## src/sv/hcta_pkg.sv

```systemverilog
// Package for the heat/cool thermostat with alarm.
// Holds the beat payload types, configuration types, mode codes and constants.
// Used by every other file of the block; depends on nothing.
`default_nettype none

package hcta_pkg;

  typedef enum logic [1:0] {
    MODE_IDLE = 2'd0,
    MODE_HEAT = 2'd1,
    MODE_COOL = 2'd2
  } mode_e;

  localparam int unsigned AddrWidth = 5;

  localparam logic [2:0] RegCeiling  = 3'd0;
  localparam logic [2:0] RegFloor    = 3'd1;
  localparam logic [2:0] RegHyst     = 3'd2;
  localparam logic [2:0] RegAlarmTol = 3'd3;
  localparam logic [2:0] RegCompDly  = 3'd4;
  localparam logic [2:0] RegPowerOn  = 3'd5;
  localparam logic [2:0] RegCtrlOn   = 3'd6;

  localparam logic signed [15:0] NoReadingBelow = -16'sd1600;
  localparam logic [15:0]        MsPerMin       = 16'd60000;

  typedef struct packed {
    logic signed [15:0] temp_sample;
    logic [31:0]        now_ms;
  } in_beat_t;

  typedef struct packed {
    logic       heat_on;
    logic       cool_on;
    logic [1:0] status;
    logic       alarm;
    logic       cooling_held;
    logic       no_reading;
  } out_beat_t;

  typedef struct packed {
    logic signed [10:0] ceiling_temp;
    logic signed [10:0] floor_temp;
    logic [7:0]         hysteresis;
    logic [8:0]         alarm_tolerance;
    logic [10:0]        compressor_delay_min;
    logic               power_on;
    logic               control_on;
  } cfg_t;

endpackage

`default_nettype wire

```

## src/sv/heat_cool_thermostat_with_alarm_unit.sv

```systemverilog
// Top level of the heat/cool thermostat with alarm.
// Instantiates hcta_cfg_regs and hcta_core; depends on hcta_pkg.
//
//   Channel  Direction  Handshake              Payload
//   in       input      in_valid_i/in_ready_o  in_data_i   (in_beat_t)
//   out      output     out_valid_o/out_ready_i out_data_o (out_beat_t)
//   cfg      input      APB psel/penable       paddr/pwdata/prdata
//
// Each beat is captured in the input register and moves on to the result
// register when that is empty or being read; one beat per cycle is sustained
// while out_ready_i holds; the compare and delay logic sits between them.
// A stalled result holds its register while one more beat waits at the input.
// Reset restores the register defaults, idle mode, zero stop time and no alarm.
`default_nettype none

module heat_cool_thermostat_with_alarm_unit
  import hcta_pkg::*;
(
  input  wire logic                 clk_i,
  input  wire logic                 rst_ni,
  input  wire logic                 psel,
  input  wire logic                 penable,
  input  wire logic                 pwrite,
  input  wire logic [AddrWidth-1:0] paddr,
  input  wire logic [31:0]          pwdata,
  output logic      [31:0]          prdata,
  output logic                      pready,
  input  wire logic                 in_valid_i,
  output logic                      in_ready_o,
  input  wire in_beat_t             in_data_i,
  output logic                      out_valid_o,
  input  wire logic                 out_ready_i,
  output out_beat_t                 out_data_o
);

  cfg_t cfg;

  hcta_cfg_regs u_cfg (
    .clk_i   (clk_i),
    .rst_ni  (rst_ni),
    .psel    (psel),
    .penable (penable),
    .pwrite  (pwrite),
    .paddr   (paddr),
    .pwdata  (pwdata),
    .prdata  (prdata),
    .pready  (pready),
    .cfg_o   (cfg)
  );

  hcta_core u_core (
    .clk_i       (clk_i),
    .rst_ni      (rst_ni),
    .cfg_i       (cfg),
    .in_valid_i  (in_valid_i),
    .in_ready_o  (in_ready_o),
    .in_data_i   (in_data_i),
    .out_valid_o (out_valid_o),
    .out_ready_i (out_ready_i),
    .out_data_o  (out_data_o)
  );

endmodule

`default_nettype wire

```

## src/sv/hcta_cfg_regs.sv

```systemverilog
// Configuration register file with an APB-style slave port.
// Drives the settings struct used by the regulation core.
// Depends on hcta_pkg.
`default_nettype none

module hcta_cfg_regs
  import hcta_pkg::*;
(
  input  wire logic                 clk_i,
  input  wire logic                 rst_ni,
  input  wire logic                 psel,
  input  wire logic                 penable,
  input  wire logic                 pwrite,
  input  wire logic [AddrWidth-1:0] paddr,
  input  wire logic [31:0]          pwdata,
  output logic      [31:0]          prdata,
  output logic                      pready,
  output cfg_t                      cfg_o
);

  cfg_t        cfg_q;
  logic        wr_en;
  logic [2:0]  reg_idx;

  assign pready  = 1'b1;
  assign wr_en   = psel & penable & pwrite;
  assign reg_idx = paddr[AddrWidth-1:2];
  assign cfg_o   = cfg_q;

  always_ff @(posedge clk_i or negedge rst_ni) begin
    if (!rst_ni) begin
      cfg_q.ceiling_temp         <= 11'sd320;
      cfg_q.floor_temp           <= 11'sd288;
      cfg_q.hysteresis           <= 8'd8;
      cfg_q.alarm_tolerance      <= 9'd32;
      cfg_q.compressor_delay_min <= 11'd5;
      cfg_q.power_on             <= 1'b0;
      cfg_q.control_on           <= 1'b1;
    end else if (wr_en) begin
      unique case (reg_idx)
        RegCeiling:  cfg_q.ceiling_temp         <= pwdata[10:0];
        RegFloor:    cfg_q.floor_temp           <= pwdata[10:0];
        RegHyst:     cfg_q.hysteresis           <= pwdata[7:0];
        RegAlarmTol: cfg_q.alarm_tolerance      <= pwdata[8:0];
        RegCompDly:  cfg_q.compressor_delay_min <= pwdata[10:0];
        RegPowerOn:  cfg_q.power_on             <= pwdata[0];
        RegCtrlOn:   cfg_q.control_on           <= pwdata[0];
        default: ;
      endcase
    end
  end

  always_comb begin
    unique case (reg_idx)
      RegCeiling:  prdata = {21'd0, cfg_q.ceiling_temp};
      RegFloor:    prdata = {21'd0, cfg_q.floor_temp};
      RegHyst:     prdata = {24'd0, cfg_q.hysteresis};
      RegAlarmTol: prdata = {23'd0, cfg_q.alarm_tolerance};
      RegCompDly:  prdata = {21'd0, cfg_q.compressor_delay_min};
      RegPowerOn:  prdata = {31'd0, cfg_q.power_on};
      RegCtrlOn:   prdata = {31'd0, cfg_q.control_on};
      default:     prdata = 32'd0;
    endcase
  end

endmodule

`default_nettype wire

```

## src/sv/hcta_core.sv

```systemverilog
// Regulation core: input register, one pass of mode, delay and alarm logic,
// and a result register, with the mode, cool-stop time and alarm state.
// Depends on hcta_pkg.
`default_nettype none

module hcta_core
  import hcta_pkg::*;
(
  input  wire logic      clk_i,
  input  wire logic      rst_ni,
  input  wire cfg_t      cfg_i,
  input  wire logic      in_valid_i,
  output logic           in_ready_o,
  input  wire in_beat_t  in_data_i,
  output logic           out_valid_o,
  input  wire logic      out_ready_i,
  output out_beat_t      out_data_o
);

  in_beat_t  in_q;
  logic      in_valid_q;
  out_beat_t res_q, res_d;
  logic      res_valid_q;
  mode_e     mode_q, mode_d, mode_n;
  logic [31:0] stop_q, stop_d;
  logic      alarm_q, alarm_d;
  logic      advance;

  logic signed [17:0] t_x, ceil_x, floor_x, hys_x, tol_x;
  logic               invalid, alarm_calc, delay_ok, held;
  logic [31:0]        elapsed;
  logic [26:0]        delay_ms;

  assign advance     = in_valid_q & (~res_valid_q | out_ready_i);
  assign in_ready_o  = ~in_valid_q | advance;
  assign out_valid_o = res_valid_q;
  assign out_data_o  = res_q;

  assign t_x     = 18'(in_q.temp_sample);
  assign ceil_x  = 18'(cfg_i.ceiling_temp);
  assign floor_x = 18'(cfg_i.floor_temp);
  assign hys_x   = $signed({10'd0, cfg_i.hysteresis});
  assign tol_x   = $signed({9'd0, cfg_i.alarm_tolerance});

  assign invalid    = in_q.temp_sample < NoReadingBelow;
  assign alarm_calc = (t_x > ceil_x + tol_x) || (t_x < floor_x - tol_x);
  assign delay_ms   = 27'(cfg_i.compressor_delay_min) * 27'(MsPerMin);
  assign elapsed    = in_q.now_ms - stop_q;
  assign delay_ok   = elapsed >= {5'd0, delay_ms};

  always_comb begin
    mode_n = mode_q;
    stop_d = stop_q;
    held   = 1'b0;
    unique case (mode_q)
      MODE_IDLE: begin
        if (t_x < floor_x) begin
          mode_n = MODE_HEAT;
        end else if (t_x > ceil_x) begin
          if (delay_ok) begin
            mode_n = MODE_COOL;
          end else begin
            held = 1'b1;
          end
        end
      end
      MODE_HEAT: begin
        if (t_x >= floor_x + hys_x) begin
          mode_n = MODE_IDLE;
        end
      end
      MODE_COOL: begin
        if (t_x <= ceil_x - hys_x) begin
          mode_n = MODE_IDLE;
          stop_d = in_q.now_ms;
        end
      end
      default: ;
    endcase

    mode_d  = mode_q;
    alarm_d = alarm_q;
    res_d   = '0;
    if (!cfg_i.power_on) begin
      mode_d = MODE_IDLE;
      stop_d = stop_q;
    end else if (invalid) begin
      res_d.no_reading = 1'b1;
      stop_d = stop_q;
      if (!cfg_i.control_on) begin
        mode_d = MODE_IDLE;
      end
    end else if (!cfg_i.control_on) begin
      mode_d  = MODE_IDLE;
      stop_d  = stop_q;
      alarm_d = alarm_calc;
    end else begin
      mode_d             = mode_n;
      alarm_d            = alarm_calc;
      res_d.cooling_held = held;
      res_d.heat_on      = (mode_n == MODE_HEAT);
      res_d.cool_on      = (mode_n == MODE_COOL);
      if (mode_n == MODE_HEAT || mode_n == MODE_COOL) begin
        res_d.status = mode_n;
      end
    end
    res_d.alarm = alarm_d;
  end

  always_ff @(posedge clk_i or negedge rst_ni) begin
    if (!rst_ni) begin
      in_valid_q  <= 1'b0;
      res_valid_q <= 1'b0;
      mode_q      <= MODE_IDLE;
      stop_q      <= 32'd0;
      alarm_q     <= 1'b0;
    end else begin
      if (in_ready_o) begin
        in_valid_q <= in_valid_i;
      end
      if (advance) begin
        res_valid_q <= 1'b1;
        mode_q      <= mode_d;
        stop_q      <= stop_d;
        alarm_q     <= alarm_d;
      end else if (out_ready_i) begin
        res_valid_q <= 1'b0;
      end
    end
  end

  always_ff @(posedge clk_i) begin
    if (in_ready_o && in_valid_i) begin
      in_q <= in_data_i;
    end
    if (advance) begin
      res_q <= res_d;
    end
  end

endmodule

`default_nettype wire

```

## config.mk

```make
export PLATFORM = sky130hd
export DESIGN_NAME = heat_cool_thermostat_with_alarm_unit
export DESIGN_NICKNAME = d
export VERILOG_FILES = /design/src/sv/hcta_pkg.sv /design/src/sv/heat_cool_thermostat_with_alarm_unit.sv /design/src/sv/hcta_cfg_regs.sv /design/src/sv/hcta_core.sv
export SDC_FILE = /design/constraint.sdc
export NUM_CORES = 1
export LEC_CHECK = 0
export BUFFER_PORTS_ARGS = -buffer_cell sky130_fd_sc_hd__clkbuf_2
export CAP_MARGIN = 20
export CORE_MARGIN = 3
export CORE_UTILIZATION = 56
export CTS_CLUSTER_DIAMETER = 40
export CTS_CLUSTER_SIZE = 20
export DETAILED_ROUTE_END_ITERATION = 16
export HOLD_SLACK_MARGIN = 0.15
export PLACE_DENSITY = 0.79
export SLEW_MARGIN = 20
export SYNTH_ARGS = -nofsm -noshare
export SYNTH_HDL_FRONTEND = slang
export SYNTH_SLANG_ARGS = --single-unit
```

## constraint.sdc

```tcl
create_clock -name clk_i -period 7.1 [get_ports clk_i]
set_clock_uncertainty 0.1 [all_clocks]
set_input_delay 2.13 -clock clk_i [delete_from_list [all_inputs] [get_ports clk_i]]
set_output_delay 2.13 -clock clk_i [all_outputs]
set_load 0.03 [all_outputs]
```

* Word level (Yosys, flattened, before mapping)
Cells that the tools add are included.
** Cells by class
- $mul :: 1
- Bitwise gates (word level) :: 13
- Reductions and logical operators :: 18
- $lt $le $gt $ge :: 8
- Eq/ne operators :: 11
- Multiplexer cells :: 17
- Add/subtract/negate cells :: 5
** Operators with widths (number)
- one-hot mux 11 bit (7 select lines) :: 1
- greater-or-equal comparator 32 x 27 -> 1 bit :: 1
- subtractor 32 bit :: 1
- multiplier 11 x 11 -> 22 bit (second input constant) :: 1
- 2-to-1 mux 2 bit :: 9
- greater-or-equal comparator 16 x 12 -> 1 bit :: 1
- greater-than comparator 16 x 11 -> 1 bit :: 1
- greater-than comparator 16 x 12 -> 1 bit :: 1
- <= comparator 16 x 12 -> 1 bit :: 1
- < comparator 16 x 11 -> 1 bit :: 1
- < comparator 16 x 12 -> 1 bit :: 1
- < comparator 16 x 12 -> 1 bit (second input constant) :: 1
- AND reduction 2 bit :: 8
- adder 11 x 10 -> 12 bit :: 1
- adder 11 x 9 -> 12 bit :: 1
- subtractor 11 x 10 -> 12 bit :: 1
- subtractor 11 x 9 -> 12 bit :: 1
- equality test 3 bit (second input constant) :: 3
- inverter 1 bit :: 8
- equality test 3 x 2 -> 1 bit (second input constant) :: 2
- 2-to-1 mux 1 bit :: 6
- one-hot mux 2 bit (3 select lines) :: 1
- AND reduction 6 bit :: 1
- OR reduction 6 bit :: 1
- other kinds (13) :: 19
** Word-level totals
- Bits of input ports :: 92
- Register bits :: 144
- Logic and storage cells :: 93
- Output and inout port bits :: 42

* Logic depth before layout (Yosys ltp)
- Depth in word-level cells :: 10
- Gate-level depth with buffers :: 30
- Mapped depth without buffers :: 30

* Hierarchy
A second synthesis with hierarchy kept.
** Second synthesis, totals
- Cells, all modules :: 1382
- Area total of the unflattened synthesis :: 13922.1 um2
** By module, submodules not included
- hcta_core :: sequential area each 2577.5 um2, cells an instance 1176, area an instance 11274.6 um2, instances 1
- hcta_cfg_regs :: sequential area each 1312.5 um2, cells an instance 206, area an instance 2647.5 um2, instances 1

* Worst setup path before layout
Ideal clock, no wire load.
- Path kind :: register to register
- Start :: register u_cfg.cfg_q, in the netlist u_cfg.cfg_o[4]
- End :: register u_core.res_q, in the netlist u_core.out_data_o[4], data pin
- Path slack :: 502 ps
- Buffers on the path :: 0
- Period minus slack after synthesis :: 6598 ps
- Cell stages (with the launch flop) :: 28
- Required time :: 6820 ps
- Library setup time :: 180 ps
- Arrival time :: 6318 ps
- Cells stage by stage :: dfstp_2 > inv_1 > fa_1 > inv_1 > fa_1 > fa_1 > fa_1 > inv_1 > fa_1 > inv_1 > ha_1 > nand3_1 > o311ai_1 > nand2_1 > a31oi_1 > o21ai_0 > nand2b_1 > xnor2_1 > ha_1 > o21a_1 > o21ai_0 > o21ai_0 > nor3_1 > o2111ai_1 > nor4_4 > o21ai_0 > ha_1 > o41ai_2
** On the way
- Cells in the longest elaborated chain, start to end :: 10
- Elaborated cells on any way between the ends :: 11
- Classes of those cells :: mul (1); order compare (1); eq/ne (2); mux (4); bitwise (1); reduce/logical (2)
** Ends and longest elaborated chain
- start, declared :: RTL line hcta_cfg_regs.sv:21 : cfg_t cfg_q;
- multiplier 11 x 11 -> 22 bit * :: RTL line hcta_core.sv:47 : assign delay_ms = 27'(cfg_i.compressor_delay_min) * 27'(MsPerMin);
- greater-or-equal comparator 32 x 27 -> 1 bit * :: RTL line hcta_core.sv:49 : assign delay_ok = elapsed >= {5'd0, delay_ms};
- 2-to-1 mux 2 bit * :: RTL line hcta_core.sv:60 : if (delay_ok) begin
- 2-to-1 mux 2 bit * :: RTL line hcta_core.sv:59 : end else if (t_x > ceil_x) begin
- 2-to-1 mux 2 bit * :: RTL line hcta_core.sv:57 : if (t_x < floor_x) begin
- one-hot mux 2 bit (3 select lines) * :: RTL line hcta_core.sv:55 : unique case (mode_q)
- via u_core.mode_n[1] :: RTL line hcta_core.sv:24 : mode_e mode_q, mode_d, mode_n;
- equality test 2 x 1 -> 1 bit / equality test 2 bit (equally long branches) :: RTL line hcta_core.sv:103 : if (mode_n == MODE_HEAT || mode_n == MODE_COOL) begin
- logical OR 1 bit :: RTL line hcta_core.sv:103
- inverter 1 bit (no line)
- OR reduction 4 bit (no line)
- end signal, assigned :: RTL line hcta_core.sv:137 : res_q <= res_d;
- end, declared :: RTL line hcta_core.sv:22 : out_beat_t res_q, res_d;
The timed path passes the listed nets; every way through them passes the cells marked *.
A chain may end at the register's enable or synchronous reset.

* Worst setup path after layout
Ends and elaborated chain as after synthesis.

==> impl_metrics.ini <==
[worst_setup_path]
cp-start-kind = register
path_class = reg2reg
rrSetupSlack_ps = 240
critical_path_arrival_ps = 6940
cp.required_ps = 7180
crit_fanout = 5
timing.rr.start = u_cfg.cfg_o[4]$_DFFE_PN1P_
cp_slowest_cell = dfstp_2
crit_top_cell = fa_1
end_kind = register
reg2reg_depth = 31
slowest_delay_ps = 550
crit_end = u_core.out_data_o[4]$_SDFFCE_PP0P_
startpoint = u_cfg.cfg_o[4]$_DFFE_PN1P_
r2r-end = u_core.out_data_o[4]$_SDFFCE_PP0P_

[sta]
rsz0062_at_grt = true
finalSetupViolCount = 0
hold_viol = 0
slew_headroom_pct = 41.6
period_needed_ps = 6860
holdWs_ps = 384
worst_pin_slew_ps = 854
slew_viol_final = 0
fmax_mhz = 146
fin_crit_sh_pct = 96.6

[global_route]
met1_usage_pct = 33.3
grt_use_met3_pct = 3.96
grt_pass1_wl_um = 53700
grt_max_degree = 63
grt_busiest_layer = met2
met2_usage_pct = 40.7
overflow = 0
grt_pass1_vias = 11200
grt_antenna_before_repair = 0
grt_util_all_layers_pct = 24.8

[floorplanning]
die_h_um = 164
initial_core_util_pct = 57.1
pin_count = 134
dieArea_sq_mm = 0.0267
core_area_sq_mm = 0.0243
rows = 57
die_w_um = 164

[route]
wl_um = 32600
remaining_drc_errors = 0
detail-route-antenna-nets = 0
drt-vias-per-instance = 5.76
drt_iter0_drc = 729
dr.pass1.iters = 5
vias = 11200
wl_per_cell_um = 16.8

[logic_synthesis]
synth_warnings = 0
synth-edff-count = 55
syn_inst = 1510
synth_area_sq_mm = 0.0139
yosysSeqAreaShare_pct = 28.0
syn_area_per_cell_sq_um = 9.20
ys_types = 81
synth_flop_cell = dfrtp_1
async_flop_share_pct = 61.8
synth_seq_cells = 144

[finish]
drive_gt1_share_pct = 12.9
area_delta_synth_final_pct = 11.0
finalNetCount = 1990
num_antenna_cells = 0

[cts]
htree_levels = 4
clockRootBuffer = clkbuf_16
cts_hold_buf = 0
cts_sinks = 144
cts_tree = yes
cts_buffers = 17
worst_skew_pair.late_latency_ps = 440
clockBufferDepth = 2
clk_pin_slew_worst_paths_ps = 70

[job]
maxCapViolations = 0

[place]
post-dp-hpwl_um = 24700
gp_congestion = 0.914
io_buffers = 88

[outcome]
status = completed

[min_path]
hold_class = reg2reg
area by class of cell:
class                      count  area [sq um]
multi-input combinational   1151          9260
clock buffer                  17           425
fill                        2006          8890
tap                          324           405
clock inverter                15           160
inverter                     188           706
timing repair buffer         105           574
sequential                   144          3890
cells in the final DEF (no fill, tap or decap), types with 18 or more instances in the layout:
cell	netlist	final
ha_1	251	246
inv_1	188	185
nand2_1	137	134
o21ai_0	140	131
clkbuf_2	1	87
a21oi_1	87	84
dfrtp_1	80	79
nor2_1	68	66
edfxtp_1	55	55
xnor2_1	53	52
a21o_1	40	40
fa_1	40	40
nor2b_1	24	23
nand3_1	24	23
conb_1	2	22
xor2_1	21	21
nand4_1	20	20
nand2b_1	18	18
synth_stat cells, types with 5 or more instances:
| cell type | count | area share, % |
|---|---|---|
| clkbuf_1 | 20 | 0.54 |
| fa_1 | 40 | 5.8 |
| a21boi_0 | 5 | 0.27 |
| nand2_1 | 137 | 3.7 |
| nand2b_1 | 18 | 0.81 |
| mux2_2 | 9 | 0.73 |
| a21oi_1 | 87 | 3.1 |
| dfstp_2 | 9 | 1.7 |
| o21a_1 | 17 | 0.92 |
| inv_1 | 188 | 5.1 |
| edfxtp_1 | 55 | 12 |
| a31oi_1 | 9 | 0.41 |
| mux2i_1 | 11 | 0.79 |
| xnor2_1 | 53 | 3.3 |
| a21o_1 | 40 | 2.2 |
| a22oi_1 | 6 | 0.32 |
| nand4_1 | 20 | 0.90 |
| nor2_1 | 68 | 1.8 |
| and2_1 | 9 | 0.41 |
| nor4_1 | 6 | 0.27 |
| dfrtp_1 | 80 | 14 |
| xor2_1 | 21 | 1.3 |
| nand3_1 | 24 | 0.86 |
| o221ai_1 | 8 | 0.50 |
| a211oi_1 | 11 | 0.59 |
| buf_4 | 22 | 1.2 |
| o21bai_1 | 16 | 0.86 |
| ha_1 | 251 | 23 |
| nor3_1 | 16 | 0.58 |
| o21ai_0 | 140 | 5.0 |
| nor2b_1 | 24 | 1.1 |
critical path, delay by kind of cell (launching register included):
| kind | cells | cell delay (ps) |
|---|---|---|
| AO/OA/AOI/OAI | 8 | 1060 |
| adder cells (fa/ha/maj) | 8 | 2880 |
| flip-flops | 1 | 550 |
| AND/OR/NAND/NOR | 10 | 1420 |
| XOR/XNOR | 2 | 340 |
| buffers and inverters | 3 | 230 |
repair_timing:
action	CTS	global route
gates resized for setup	1	43
setup endpoints to repair	1	4
pin swaps	0	32
setup buffers	0	3
how the worst min path moves through the flow:
| stage | from | to | depth (start not counted) |
|---|---|---|---|
| after floorplan | u_core.in_valid_q$_DFFE_PN0N_ | u_core.out_valid_o$_DFFE_PN0P_ | 1 |
| after global placement | u_core.in_q[29]$_DFFE_PP_ | u_core.stop_q[29]$_DFFE_PN0P_ | 2 |
| after detailed placement | u_core.in_q[3]$_DFFE_PP_ | u_core.stop_q[3]$_DFFE_PN0P_ | 2 |
| after CTS | u_core.in_q[16]$_DFFE_PP_ | u_core.stop_q[16]$_DFFE_PN0P_ | 2 |
| after global routing | u_core.in_valid_q$_DFFE_PN0N_ | u_core.out_valid_o$_DFFE_PN0P_ | 1 |
| final | u_core.in_q[16]$_DFFE_PP_ | u_core.stop_q[16]$_DFFE_PN0P_ | 2 |
sequential cells by signal (all words and copies together), names as in the netlist:
name	flops
u_core.in_q	48
u_core.in_valid_q	1
u_core.mode_q	2
u_core.stop_q	32
u_core.out_data_o	7
u_core.alarm_q	1
u_cfg.cfg_o	52
u_core.out_valid_o	1
metal layers:
| layer | vias up | wire length, um |
|---|---|---|
| li1 | 5479 | - |
| met4 | 0 | 1100 |
| met5 | - | 0 |
| met1 | 5278 | 14400 |
| met2 | 351 | 15200 |
| met3 | 89 | 1870 |
cell families (layout without fill, tap and decap cells):
family	after synthesis	count (layout)	synth area share [%]
fa+ha+maj	291	291	28.4
xor+xnor	75	75	4.78
mux	22	22	1.85
simple gates	352	352	12.3
other cells	2	22	0.0541
compound gates	389	389	17.6
flops	144	144	28.0
buf+inv	235	325	7.07
metrics by stage:
stage / setup WS (ps) / std cells / instance area, sq um / setup TNS, ps / utilization [%]
floorplan: 502 / 1530 / 14000 / 0 / -
global placement: 186 / 1909 / 14700 / 0 / 60.2
detailed placement: 141 / 1909 / 14700 / 0 / 60.3
CTS: 54.6 / 1941 / 15200 / 0 / 62.7
global route: -31.6 / 1944 / 15400 / -31.6 / 63.4
finish: 239 / 1944 / 15400 / 0 / 63.4
Power is left out: the tool's default activity adds up to more than one toggle a clock period on the data nets, which glitch-free logic cannot reach.
